## src/design/note_voice_track_allocator_macros.svh

```systemverilog
// ----------------------------------------------------------------------------
// Note voice track allocator assertion macros
// Shared property templates, clocked on clk, disabled while rst_n is low.
// ----------------------------------------------------------------------------
`ifndef NOTE_VOICE_TRACK_ALLOCATOR_MACROS_SVH
`define NOTE_VOICE_TRACK_ALLOCATOR_MACROS_SVH

// Same-cycle implication
`define NVTA_ASSERT_IMP(lbl, ante, cons) \
  lbl: assert property (@(posedge clk) disable iff (!rst_n) (ante) |-> (cons)) \
    else $error("nvta: same-cycle check failed");

// Next-cycle implication
`define NVTA_ASSERT_NXT(lbl, ante, cons) \
  lbl: assert property (@(posedge clk) disable iff (!rst_n) (ante) |=> (cons)) \
    else $error("nvta: next-cycle check failed");

`endif

```

## src/design/nvta_pkg.sv

```systemverilog
// ----------------------------------------------------------------------------
// Note voice track allocator package
// Shared constants, register indexes and sequencer states.
// ----------------------------------------------------------------------------
package nvta_pkg;

  localparam int TRACK_SLOTS_DEF = 32;

  localparam int NOTE_W  = 7;
  localparam int MACH_W  = 8;
  localparam int INSTR_W = 8;
  localparam int TRK_W   = 5;
  localparam int TCNT_W  = 6;
  localparam int OCT_W   = 4;
  localparam int CFG_W   = 8;
  localparam int CIDX_W  = 2;

  localparam logic [NOTE_W-1:0] FREE_NOTE = 7'd120;
  localparam logic [NOTE_W-1:0] TOP_NOTE  = 7'd119;
  localparam int                SEMITONES = 12;

  localparam logic [TCNT_W-1:0] TCNT_RST  = 6'd16;
  localparam logic [OCT_W-1:0]  OCT_RST   = 4'd4;

  typedef enum logic [CIDX_W-1:0] {
    CFG_TRACK_COUNT = 2'd0,
    CFG_OCTAVE      = 2'd1,
    CFG_INSTRUMENT  = 2'd2,
    CFG_BUS_MACHINE = 2'd3
  } cfg_idx_t;

  typedef enum logic [2:0] {
    ST_IDLE,
    ST_REL1,
    ST_MOD,
    ST_SRCH,
    ST_REL2,
    ST_PUT,
    ST_DONE
  } nvta_state_t;

endpackage

```

## src/design/note_voice_track_allocator.sv

```systemverilog
// ----------------------------------------------------------------------------
// Note voice track allocator
// Round-robin track allocation for live note-on and note-off words.
// ----------------------------------------------------------------------------
// Usage: present a word on the in_ ports with start high while busy is low.
// The block then scans its track table under a small sequencer and emits
// one event word per cycle at most on the out_ ports, each shown for one
// cycle under out_strobe; out_last marks the final word of an input.
// A note-off word scans all tracks in use once. A note-on word adds a start-index
// reduction (one subtract per cycle), a free track search and, when a track
// is stolen, a second release scan. The table sits in one RAM with one read
// and one write port; each scan visits one track per cycle. The last word
// leaves in the same cycle that the sequencer returns to idle.
// Reset restores the configuration registers to their defaults, marks every
// track free and clears the last-used track; no clearing pass is needed. The
// receiver cannot stall, so no word is ever held back by the output.
// The user must write registers through cfg_ only while the block is idle; the block itself does not enforce this.
// ----------------------------------------------------------------------------
`include "note_voice_track_allocator_macros.svh"

module note_voice_track_allocator #(
  parameter int TRACK_SLOTS = nvta_pkg::TRACK_SLOTS_DEF
) (
  input  logic                         clk,
  input  logic                         rst_n,
  input  logic                         start,
  output logic                         busy,
  input  logic                         in_op,
  input  logic [nvta_pkg::NOTE_W-1:0]  in_note,
  input  logic                         in_transpose,
  input  logic                         in_use_bus,
  input  logic [nvta_pkg::MACH_W-1:0]  in_target_machine,
  output logic                         out_strobe,
  output logic [nvta_pkg::TRK_W-1:0]   out_track,
  output logic [nvta_pkg::NOTE_W-1:0]  out_event_note,
  output logic [nvta_pkg::MACH_W-1:0]  out_machine,
  output logic [nvta_pkg::INSTR_W-1:0] out_event_instrument,
  output logic                         out_last,
  input  logic                         cfg_we,
  input  logic [nvta_pkg::CIDX_W-1:0]  cfg_index,
  input  logic [nvta_pkg::CFG_W-1:0]   cfg_wdata
);

  import nvta_pkg::*;

  localparam int IDX_W = (TRACK_SLOTS > 1) ? $clog2(TRACK_SLOTS) : 1;
  localparam int CNT_W = $clog2(TRACK_SLOTS + 1);
  localparam int SW    = CNT_W + 1;
  localparam int SUM_W = 9;

  // configuration
  logic [TCNT_W-1:0]  trk_cnt_r;
  logic [OCT_W-1:0]   oct_r;
  logic [INSTR_W-1:0] instr_r;
  logic [MACH_W-1:0]  bus_r;

  // sequencer
  nvta_state_t state_r, state_nxt;
  logic              op_r, op_nxt;
  logic [NOTE_W-1:0] note_r, note_nxt;
  logic [NOTE_W-1:0] match_r, match_nxt;
  logic [NOTE_W-1:0] steal_r, steal_nxt;
  logic [MACH_W-1:0] mach_r, mach_nxt;
  logic [CNT_W-1:0]  tc_r, tc_nxt;
  logic [IDX_W-1:0]  rd_idx_r, rd_idx_nxt;
  logic [CNT_W-1:0]  left_r, left_nxt;
  logic              insp_r, insp_nxt;
  logic [IDX_W-1:0]  insp_idx_r, insp_idx_nxt;
  logic [CNT_W-1:0]  mod_r, mod_nxt;
  logic [IDX_W-1:0]  t_r, t_nxt;
  logic              first_r, first_nxt;
  logic [IDX_W-1:0]  last_trk_r, last_trk_nxt;

  // one-deep event hold so the final word can be flagged
  logic              ev_vld_r, ev_vld_nxt;
  logic [IDX_W-1:0]  ev_trk_r, ev_trk_nxt;
  logic [NOTE_W-1:0] ev_note_r, ev_note_nxt;

  logic               out_strobe_r, out_strobe_nxt;
  logic [TRK_W-1:0]   out_track_r, out_track_nxt;
  logic [NOTE_W-1:0]  out_note_r, out_note_nxt;
  logic [MACH_W-1:0]  out_mach_r, out_mach_nxt;
  logic [INSTR_W-1:0] out_instr_r, out_instr_nxt;
  logic               out_last_r, out_last_nxt;

  // track table
  logic              ram_we;
  logic [IDX_W-1:0]  ram_waddr;
  logic [NOTE_W-1:0] ram_wdata;
  logic [IDX_W-1:0]  ram_raddr;
  logic [NOTE_W-1:0] ram_rdata;
  logic              valid_r [TRACK_SLOTS];
  logic              rvld_r;
  logic [NOTE_W-1:0] rd_note;

  logic              emit;
  logic [IDX_W-1:0]  emit_trk;
  logic [NOTE_W-1:0] emit_note;
  logic              flush;

  logic [SUM_W-1:0]  sum;
  logic [NOTE_W-1:0] nt_eff;
  logic [CNT_W-1:0]  tc_eff;
  logic [IDX_W-1:0]  rd_idx_inc;

  nvta_ram #(
    .WIDTH (NOTE_W),
    .DEPTH (TRACK_SLOTS),
    .AW    (IDX_W)
  ) u_tbl (
    .clk   (clk),
    .we    (ram_we),
    .waddr (ram_waddr),
    .wdata (ram_wdata),
    .raddr (ram_raddr),
    .rdata (ram_rdata)
  );

  assign rd_note = rvld_r ? ram_rdata : FREE_NOTE;
  assign busy    = (state_r != ST_IDLE);

  // effective note and clamped track count at accept time
  always_comb begin
    sum = SUM_W'(in_note);
    if (in_transpose) begin
      sum = SUM_W'(in_note) + SUM_W'(oct_r) * SUM_W'(SEMITONES);
    end
    nt_eff = in_note;
    if (in_note < FREE_NOTE) begin
      nt_eff = (sum > SUM_W'(TOP_NOTE)) ? TOP_NOTE : NOTE_W'(sum);
    end
    if (trk_cnt_r == '0) begin
      tc_eff = CNT_W'(1);
    end else if ({1'b0, trk_cnt_r} > (TCNT_W + 1)'(TRACK_SLOTS)) begin
      tc_eff = CNT_W'(TRACK_SLOTS);
    end else begin
      tc_eff = CNT_W'(trk_cnt_r);
    end
  end

  assign rd_idx_inc = (SW'(rd_idx_r) + SW'(1) == SW'(tc_r)) ? '0 : rd_idx_r + IDX_W'(1);

  always_comb begin
    state_nxt    = state_r;
    op_nxt       = op_r;
    note_nxt     = note_r;
    match_nxt    = match_r;
    steal_nxt    = steal_r;
    mach_nxt     = mach_r;
    tc_nxt       = tc_r;
    rd_idx_nxt   = rd_idx_r;
    left_nxt     = left_r;
    insp_nxt     = 1'b0;
    insp_idx_nxt = rd_idx_r;
    mod_nxt      = mod_r;
    t_nxt        = t_r;
    first_nxt    = first_r;
    last_trk_nxt = last_trk_r;
    ram_we       = 1'b0;
    ram_waddr    = insp_idx_r;
    ram_wdata    = FREE_NOTE;
    ram_raddr    = rd_idx_r;
    emit         = 1'b0;
    emit_trk     = insp_idx_r;
    emit_note    = FREE_NOTE;
    flush        = 1'b0;

    // issue one table read per cycle while scanning
    if ((state_r == ST_REL1 || state_r == ST_SRCH || state_r == ST_REL2) &&
        left_r != '0) begin
      insp_nxt   = 1'b1;
      rd_idx_nxt = rd_idx_inc;
      left_nxt   = left_r - CNT_W'(1);
    end

    case (state_r)
      ST_IDLE: begin
        if (start) begin
          op_nxt     = in_op;
          note_nxt   = nt_eff;
          match_nxt  = nt_eff;
          mach_nxt   = in_use_bus ? bus_r : in_target_machine;
          tc_nxt     = tc_eff;
          rd_idx_nxt = '0;
          left_nxt   = tc_eff;
          state_nxt  = ST_REL1;
        end
      end
      ST_REL1, ST_REL2: begin
        if (insp_r && rd_note == match_r) begin
          ram_we = 1'b1;
          emit   = 1'b1;
        end
        if (left_r == '0 && !insp_r) begin
          if (state_r == ST_REL2) begin
            state_nxt = ST_PUT;
          end else if (op_r) begin
            state_nxt = ST_DONE;
          end else begin
            mod_nxt   = CNT_W'(last_trk_r) + CNT_W'(1);
            state_nxt = ST_MOD;
          end
        end
      end
      ST_MOD: begin
        // reduce the start index modulo the track count
        if (mod_r >= tc_r) begin
          mod_nxt = mod_r - tc_r;
        end else begin
          t_nxt      = IDX_W'(mod_r);
          rd_idx_nxt = IDX_W'(mod_r);
          left_nxt   = tc_r;
          first_nxt  = 1'b1;
          state_nxt  = ST_SRCH;
        end
      end
      ST_SRCH: begin
        if (insp_r) begin
          first_nxt = 1'b0;
          if (first_r) begin
            steal_nxt = rd_note;
          end
          if (rd_note == FREE_NOTE) begin
            // free track found: drop the read in flight
            t_nxt     = insp_idx_r;
            insp_nxt  = 1'b0;
            state_nxt = ST_PUT;
          end
        end else if (left_r == '0) begin
          if (steal_r < FREE_NOTE) begin
            match_nxt  = steal_r;
            rd_idx_nxt = '0;
            left_nxt   = tc_r;
            state_nxt  = ST_REL2;
          end else begin
            state_nxt = ST_PUT;
          end
        end
      end
      ST_PUT: begin
        ram_we       = 1'b1;
        ram_waddr    = t_r;
        ram_wdata    = note_r;
        emit         = 1'b1;
        emit_trk     = t_r;
        emit_note    = note_r;
        last_trk_nxt = t_r;
        state_nxt    = ST_DONE;
      end
      ST_DONE: begin
        flush     = 1'b1;
        state_nxt = ST_IDLE;
      end
      default: begin
        state_nxt = ST_IDLE;
      end
    endcase
  end

  // event hold and output word
  always_comb begin
    ev_vld_nxt     = ev_vld_r;
    ev_trk_nxt     = ev_trk_r;
    ev_note_nxt    = ev_note_r;
    out_strobe_nxt = 1'b0;
    out_track_nxt  = TRK_W'(ev_trk_r);
    out_note_nxt   = ev_note_r;
    out_mach_nxt   = mach_r;
    out_instr_nxt  = instr_r;
    out_last_nxt   = flush;
    if (emit) begin
      out_strobe_nxt = ev_vld_r;
      ev_vld_nxt     = 1'b1;
      ev_trk_nxt     = emit_trk;
      ev_note_nxt    = emit_note;
    end else if (flush) begin
      out_strobe_nxt = ev_vld_r;
      ev_vld_nxt     = 1'b0;
    end
  end

  always_ff @(posedge clk) begin
    if (!rst_n) begin
      state_r      <= ST_IDLE;
      insp_r       <= 1'b0;
      last_trk_r   <= '0;
      ev_vld_r     <= 1'b0;
      out_strobe_r <= 1'b0;
      trk_cnt_r    <= TCNT_RST;
      oct_r        <= OCT_RST;
      instr_r      <= '0;
      bus_r        <= '0;
      for (int i = 0; i < TRACK_SLOTS; i++) begin
        valid_r[i] <= 1'b0;
      end
    end else begin
      state_r      <= state_nxt;
      insp_r       <= insp_nxt;
      last_trk_r   <= last_trk_nxt;
      ev_vld_r     <= ev_vld_nxt;
      out_strobe_r <= out_strobe_nxt;
      if (ram_we) begin
        valid_r[ram_waddr] <= 1'b1;
      end
      if (cfg_we) begin
        case (cfg_idx_t'(cfg_index))
          CFG_TRACK_COUNT: trk_cnt_r <= cfg_wdata[TCNT_W-1:0];
          CFG_OCTAVE:      oct_r     <= cfg_wdata[OCT_W-1:0];
          CFG_INSTRUMENT:  instr_r   <= cfg_wdata[INSTR_W-1:0];
          CFG_BUS_MACHINE: bus_r     <= cfg_wdata[MACH_W-1:0];
          default: ;
        endcase
      end
    end
  end

  always_ff @(posedge clk) begin
    op_r        <= op_nxt;
    note_r      <= note_nxt;
    match_r     <= match_nxt;
    steal_r     <= steal_nxt;
    mach_r      <= mach_nxt;
    tc_r        <= tc_nxt;
    rd_idx_r    <= rd_idx_nxt;
    left_r      <= left_nxt;
    insp_idx_r  <= insp_idx_nxt;
    mod_r       <= mod_nxt;
    t_r         <= t_nxt;
    first_r     <= first_nxt;
    ev_trk_r    <= ev_trk_nxt;
    ev_note_r   <= ev_note_nxt;
    out_track_r <= out_track_nxt;
    out_note_r  <= out_note_nxt;
    out_mach_r  <= out_mach_nxt;
    out_instr_r <= out_instr_nxt;
    out_last_r  <= out_last_nxt;
    rvld_r      <= valid_r[ram_raddr];
  end

  assign out_strobe           = out_strobe_r;
  assign out_track            = out_track_r;
  assign out_event_note       = out_note_r;
  assign out_machine          = out_mach_r;
  assign out_event_instrument = out_instr_r;
  assign out_last             = out_last_r;

  `NVTA_ASSERT_NXT(a_start_busy, start && !busy, busy)
  `NVTA_ASSERT_NXT(a_last_gap, out_strobe && out_last, !out_strobe)
  `NVTA_ASSERT_IMP(a_idle_no_insp, state_r == ST_IDLE, !insp_r)
  `NVTA_ASSERT_IMP(a_we_phase, ram_we,
                   state_r == ST_REL1 || state_r == ST_REL2 || state_r == ST_PUT)
  `NVTA_ASSERT_IMP(a_put_note_on, state_r == ST_PUT, !op_r)

endmodule

```

## src/design/nvta_ram.sv

```systemverilog
// ----------------------------------------------------------------------------
// Generic single-port-write RAM
// One write and one registered read per cycle.
// ----------------------------------------------------------------------------
module nvta_ram #(
  parameter int WIDTH = 8,
  parameter int DEPTH = 32,
  parameter int AW    = (DEPTH > 1) ? $clog2(DEPTH) : 1
) (
  input  logic             clk,
  input  logic             we,
  input  logic [AW-1:0]    waddr,
  input  logic [WIDTH-1:0] wdata,
  input  logic [AW-1:0]    raddr,
  output logic [WIDTH-1:0] rdata
);

  logic [WIDTH-1:0] mem [DEPTH];
  logic [WIDTH-1:0] rdata_r;

  always_ff @(posedge clk) begin
    if (we) begin
      mem[waddr] <= wdata;
    end
    rdata_r <= mem[raddr];
  end

  assign rdata = rdata_r;

endmodule
```

## config.mk

```make
export PLATFORM = sky130hd
export DESIGN_NAME = note_voice_track_allocator
export DESIGN_NICKNAME = d
export VERILOG_FILES = /design/src/design/nvta_pkg.sv /design/src/design/note_voice_track_allocator.sv /design/src/design/nvta_ram.sv
export VERILOG_INCLUDE_DIRS = /design/src /design/src/design
export SDC_FILE = /design/constraint.sdc
export NUM_CORES = 1
export LEC_CHECK = 0
export ABC_AREA = 0
export BUFFER_PORTS_ARGS = -buffer_cell sky130_fd_sc_hd__buf_2
export CORE_ASPECT_RATIO = 1.4
export CORE_MARGIN = 2
export CORE_UTILIZATION = 61
export CTS_BUF_LIST = sky130_fd_sc_hd__clkbuf_16
export DETAILED_ROUTE_END_ITERATION = 12
export GPL_ROUTABILITY_DRIVEN = 0
export HOLD_SLACK_MARGIN = 0.03
export PLACE_DENSITY_LB_ADDON = 0.3
export SYNTH_ARGS = -nofsm -noshare
export SYNTH_HDL_FRONTEND = slang
export SYNTH_SLANG_ARGS = --single-unit
```

## constraint.sdc

```tcl
create_clock -name clk -period 3.4 [get_ports clk]
set_clock_uncertainty 0.1 [all_clocks]
set_input_delay 0.34 -clock clk [delete_from_list [all_inputs] [get_ports clk]]
set_output_delay 0.34 -clock clk [all_outputs]
set_load 0.05 [all_outputs]
```

; After elaboration in Yosys (flattened, before gate mapping)
; Memory sizes are Yosys's and may differ from the RTL's. A register that Yosys moved wholly into a read port is not among the register bits.
; Index checks and enable logic that the tools add are counted.
[totals]
word_cells = 166
mem_count = 2
reg_bits = 142
latch_bits = 0
mem_bits_rw = 256
mem_bits_ro = 0
out_inout_bits = 31
[op_classes]
order_cmp = 5
shift = 0
n_div = 0
bitwise = 0
multipliers = 1
add_sub_neg = 6
n_reduce_logical = 29
muxes = 70
eq_ne = 25
[mem_list]
columns = memory, depth, word_bits, rd, rd_ports_with_merged_regs, write_ports, line_no
row1 = u_tbl.mem, 32, 7, 1, 1, 1, nvta_ram.sv:18  ; logic [WIDTH-1:0] mem [DEPTH];
row2 = valid_r, 32, 1, 1, 1, 32, note_voice_track_allocator.sv:92  ; logic valid_r [TRACK_SLOTS];
[op_table]
columns = op, count
row1 = 2-to-1 mux 6 bit, 12
row2 = 2-to-1 mux 5 bit, 12
row3 = 2-to-1 mux 7 bit, 8
row4 = 2-to-1 mux 3 bit, 8
row5 = 2-to-1 mux 1 bit, 20
row6 = one-hot mux 6 bit (3 select lines), 1
row7 = "inequality test 2 bit, second input constant", 8
row8 = one-hot mux 3 bit (5 select lines), 1
row9 = one-hot mux 5 bit (3 select lines), 1
row10 = AND reduction 5 bit, 3
row11 = "< comparator 7 bit, second input constant", 2
row12 = one-hot mux 7 bit (2 select lines), 1
row13 = "adder 5 x 1 -> 6 bit, second input constant", 2
row14 = zero test 6 bit, 2
row15 = one-hot mux 6 bit (2 select lines), 1
row16 = one-hot mux 5 bit (2 select lines), 1
row17 = AND reduction 2 bit, 5
row18 = adder 7 x 8 -> 9 bit, 1
row19 = "== test 3 bit, second input constant", 3
row20 = "> comparator 9 x 7 -> 1 bit, second input constant", 1
row21 = 2-to-1 mux 9 bit, 1
row22 = 2-to-1 mux 8 bit, 1
row23 = nonzero test 2 bit, 4
row24 = == test 7 bit, 1
row25 = 26 further kinds, 36

; Longest topological paths before layout
[logic_depth]
depth_word = 10
ltp_mapped = 12
mapped_depth_nobuf = 12

; Hierarchy
; Synthesis repeated with hierarchy kept, for this count alone.
[unflattened]
cells_unflattened = 1116
area_unflattened_um2 = 16608.4
[modules_own_cells]
columns = module, area_each_um2, seq_area_each_um2, cells_per_inst, n_inst
row1 = nvta_ram, 8833.5, 6866.6, 370, 1
row2 = note_voice_track_allocator, 7775.0, 4103.9, 746, 1

; Worst setup path before layout
; OpenSTA, ideal clock, no wires.
[synth_path]
kind = register to register
start = register oct_r[1]
end = register match_r[4], data pin
stages_incl_launch_ff = 12
arrival_time_ns = 2.643
slack_ns = 0.378
path_cell_list = dfxtp_1 ha_1 inv_1 fa_1 xor2_1 ha_1 or2_2 nor4_1 a31oi_1 and3_1 nor3_1 a31oi_1
[synth_via]
elab_chain_len = 8
[synth_rtl]
columns = element, line_no
row1 = "start, declared", note_voice_track_allocator.sv:53  ; logic [OCT_W-1:0] oct_r;
row2 = "start signal, assigned", note_voice_track_allocator.sv:308  ; CFG_OCTAVE: oct_r <= cfg_wdata[OCT_W-1:0];
row3 = multiplier 4 x 2 -> 6 bit *, note_voice_track_allocator.sv:126  ; sum = SUM_W'(in_note) + SUM_W'(oct_r) * SUM_W'(SEMITONES);
row4 = adder 7 x 8 -> 9 bit *, note_voice_track_allocator.sv:126
row5 = 2-to-1 mux 9 bit *, note_voice_track_allocator.sv:125  ; if (in_transpose) begin
row6 = > comparator 9 x 7 -> 1 bit, note_voice_track_allocator.sv:130  ; nt_eff = (sum > SUM_W'(TOP_NOTE)) ? TOP_NOTE : NOTE_W'(sum);
row7 = 2-to-1 mux 7 bit *, note_voice_track_allocator.sv:130
row8 = 2-to-1 mux 7 bit *, note_voice_track_allocator.sv:129  ; if (in_note < FREE_NOTE) begin
row9 = 2-to-1 mux 7 bit *, note_voice_track_allocator.sv:178  ; if (start) begin
row10 = one-hot mux 7 bit (2 select lines) *, note_voice_track_allocator.sv:176  ; case (state_r)
row11 = via match_nxt[4], note_voice_track_allocator.sv:61  ; logic [NOTE_W-1:0] match_r, match_nxt;
row12 = "end signal, assigned", note_voice_track_allocator.sv:320  ; match_r <= match_nxt;
row13 = "end, declared", note_voice_track_allocator.sv:61
; Mark *: on every way through the listed nets, which the timed path passes. The rest lies on a longest branch. The select of a mux whose other input is x is not followed.
; A chain may end at the register's enable or synchronous reset.

; Final worst setup path
[layout_path]
start = register oct_r[1]
end = register match_r[6], data pin
; The elaborated chain is that of the path after synthesis.

==> summary.md <==
| Metric | Value |
|---|---|
| Status | `complete, no violations` |
| Total Routed Length | `34640 µm` |
| Fill cells | `1718` |
| Mapped Cells | `1093` |
| Die area | `0.02834 mm²` |
| Clock group share of total power | `31.2%` |
| Final hold viol count | `0` |
| TritonCTS Buffers | `37` |
| Root Driver | `clkbuf_16` |
| Die Width | `142.9 µm` |
| Worst-Skew Late Latency | `0.54 ns` |
| Area grow syn2layout | `14.53%` |
| Seq cells post-synth | `406` |
| I/O Buffers | `62` |
| Worst setup EP type | `register` |
| Int Power | `9.266 mW` |
| Final core area utilization | `70.53%` |
| DR vias | `9577` |
| Register area share after synthesis | `66.63%` |
| Dpl hpwl | `23070 µm` |
| Max Clock Freq | `313.4 MHz` |
| First-pass GRT wire length | `53390 µm` |
| Ports | `63` |
| DRT iter0 DRCs | `686` |
| Comb power frac | `22.5%` |
| M1 WL | `12970 µm` |
| Area of the multi-input gates | `0.005174 mm²` |
| Die Height | `198.4 µm` |
| RSZ-0062 raised after global routing | `no` |
| Final Cell Area | `0.01886 mm²` |
| DRT antenna net count | `0` |
| Max Used Layer | `met4` |
| Clk slew on worst S/H paths | `0.06 ns` |
| Power Density | `695.9 mW/mm²` |
| Data arrival, critical path | `3.35 ns` |
| Final setup violation count | `0` |
| Worst-Margin Slew | `0.8680 ns` |
| Mapped Nets | `1147` |
| Max Root-Sink Buffers | `3` |
| P_leak | `7.036 nW` |
| HP Class | `input pin to register` |
| Synth warn | `0` |
| Tmin final | `3.191 ns` |
| Initial core utilization | `61.58%` |
| Register area | `0.01098 mm²` |
| Detailed Routing Iterations Pass 1 | `7` |
| Netlist cell types | `69` |
| Rel. slew slack | `42.06%` |
| Core box area | `0.02674 mm²` |
| Synth area leaders | `edfxtp_1 (52%), dfxtp_1 (15%), mux4_2 (11%)` |
| Number of global-route vias before repair | `9720` |
| Number of flops mapped to enable cells by yosys | `284` |
| Gr ovfl total | `0` |
| Avg Cell Area, Syn | `15.06 µm²` |
| Switching Fraction | `29.40%` |
| Seq pwr share | `46.3%` |
| Synth top area share | `51.79%` |
| Dominant cell type by area after synthesis | `edfxtp_1` |
| Row cnt | `71` |
| Initial antenna violation count | `0` |
| CP Data Required Time | `3.56 ns` |
| Critical path peak fanout | `6` |
| WS Path Type | `register to register` |
| ANT cells | `0` |
| CTS tree | `yes` |
| Setup repair bufs after CTS | `0` |
| H-tree depth | `2` |
| Routed length per instance | `21.46 µm` |
| Detail-routed via count per cell | `5.934` |
| Placed Area | `0.01752 mm²` |
| Synth cell count leaders | `edfxtp_1 (284), dfxtp_1 (122), nand2_1 (101)` |
| Psw | `3.858 mW` |
| Setup TNS Final | `0 ns` |
| Most numerous cell in the Yosys netlist | `edfxtp_1` |
| Final worst path period share | `93.84%` |
| Synth Flop Type | `edfxtp_1` |
| DRC | `0` |
| Post-Synthesis Cell Area | `0.01647 mm²` |
| Ys async rst share | `0%` |
| # clock sinks | `406` |
| Routed length on met2 | `18610 µm` |
| Final nets | `1274` |
| Max Slew Vio Count | `0` |
| Wire length on met3 | `1478 µm` |
| Largest net degree at the start of global routing | `73` |
| Startpoint class of the critical path | `register` |
| Share of cells above drive strength 1 | `23.62%` |
| Maximum vdd drop | `0.0004557 V` |
| Max_cap viols | `0` |
| Tot GR Track Use | `25.01%` |
## area by class of cell
cell class	count	area share, %
flip-flops and latches	406	58.20
multi-input cells	604	27.43
clock buffers	39	5.175
repair buffers	136	4.910
well taps	365	2.422
clock inverters	29	1.161
inverters	35	0.6967
## layout by cell type, fill, tap and decap left out, types with 14 or more instances in the layout
| cell type | instances |
|---|---|
| buf_2 | 62 |
| buf_4 | 58 |
| clkbuf_16 | 39 |
| dfxtp_1 | 120 |
| dlygate4sd3_1 | 14 |
| edfxtp_1 | 284 |
| ha_1 | 19 |
| inv_1 | 42 |
| mux2_2 | 16 |
| mux2i_1 | 32 |
| mux4_2 | 80 |
| nand2_1 | 101 |
| nand3_1 | 14 |
| nor2_1 | 59 |
| nor2b_1 | 42 |
| o21ai_0 | 40 |
| o21ai_1 | 24 |
| xnor2_1 | 16 |
## state kept, by name, summed over array words and instances, names as in the netlist, 8 cells and up
name and cells:
instr_r 8, out_machine 8, out_event_instrument 8, mach_r 8, u_tbl.mem 224, bus_r 8
valid_r 32
## power by group through the flow
stage          Sequential, mW  Clock, mW  Combinational [mW]
5_1_grt                  6.12       4.33                3.17
2_1_floorplan            6.07          0                2.15
4_1_cts                  6.07       4.16                2.98
6_report                 6.07       4.09                2.96
3_3_place_gp             6.15          0                2.88
3_5_place_dp             6.17          0                2.93
## metrics by stage
stage / total power [mW] / hold slack (ns) / std cells / setup WS (ns)
2_1_floorplan: 8.221 / 0.2233 / 1093 / 0.3782
3_3_place_gp: 9.030 / 0.2235 / 1532 / 0.3461
3_5_place_dp: 9.093 / 0.2285 / 1532 / 0.2194
4_1_cts: 13.21 / 0.03483 / 1614 / 0.1991
5_1_grt: 13.62 / 0.03725 / 1614 / 0.004525
6_report: 13.12 / 0.04446 / 1614 / 0.2093
## what timing repair did
action	4_1_cts	5_1_grt
resized for setup	0	1
hold buffers	14	0
setup endpoints to repair	0	1
hold endpoints to repair	21	0
## metal layers
| metal | GRT usage (%) | vias up |
|---|---|---|
| met2 | 45.69 | 299 |
| met5 | 0 | - |
| met4 | 11.33 | 0 |
| met3 | 3.515 | 79 |
| li1 | - | 4372 |
| met1 | 29.13 | 4827 |
## cells by family (layout without fill, tap and decap cells)
family | after synthesis | in the layout | synth area share [%]
flip-flops | 406 | 406 | 66.63
adder cells (fa/ha/maj) | 22 | 22 | 1.809
XOR/XNOR | 23 | 23 | 1.223
AO/OA/AOI/OAI | 139 | 139 | 5.418
buffers and inverters | 83 | 239 | 2.021
multiplexers | 128 | 128 | 13.98
AND/OR/NAND/NOR | 292 | 292 | 8.921
## path summary, 6_finish.rpt
kind / cells past startpoint / endpoint / slack (ns) / from
setup / recovery: 12 / match_r[6] / 0.21 / oct_r[1]
hold / removal: 3 / bus_r[0] / 0.04 / cfg_wdata[0]
setup reg to reg: 12 / match_r[6] / 0.21 / oct_r[1]
hold reg to reg: 0 / out_machine[1] / 0.24 / mach_r[1]
## worst max-delay path, stage by stage, from the launching register on
cell and delay, ns:
dfxtp_1 0.39, ha_1 0.19, inv_1 0.06, fa_1 0.39, xor2_1 0.18, ha_1 0.21, or2_2 0.30, nor4_1 0.29
a31oi_1 0.12, and3_1 0.22, nor3_1 0.21, buf_4 0.18, a31oi_1 0.08
No activity file was read; power rests on OpenSTA's default activity.
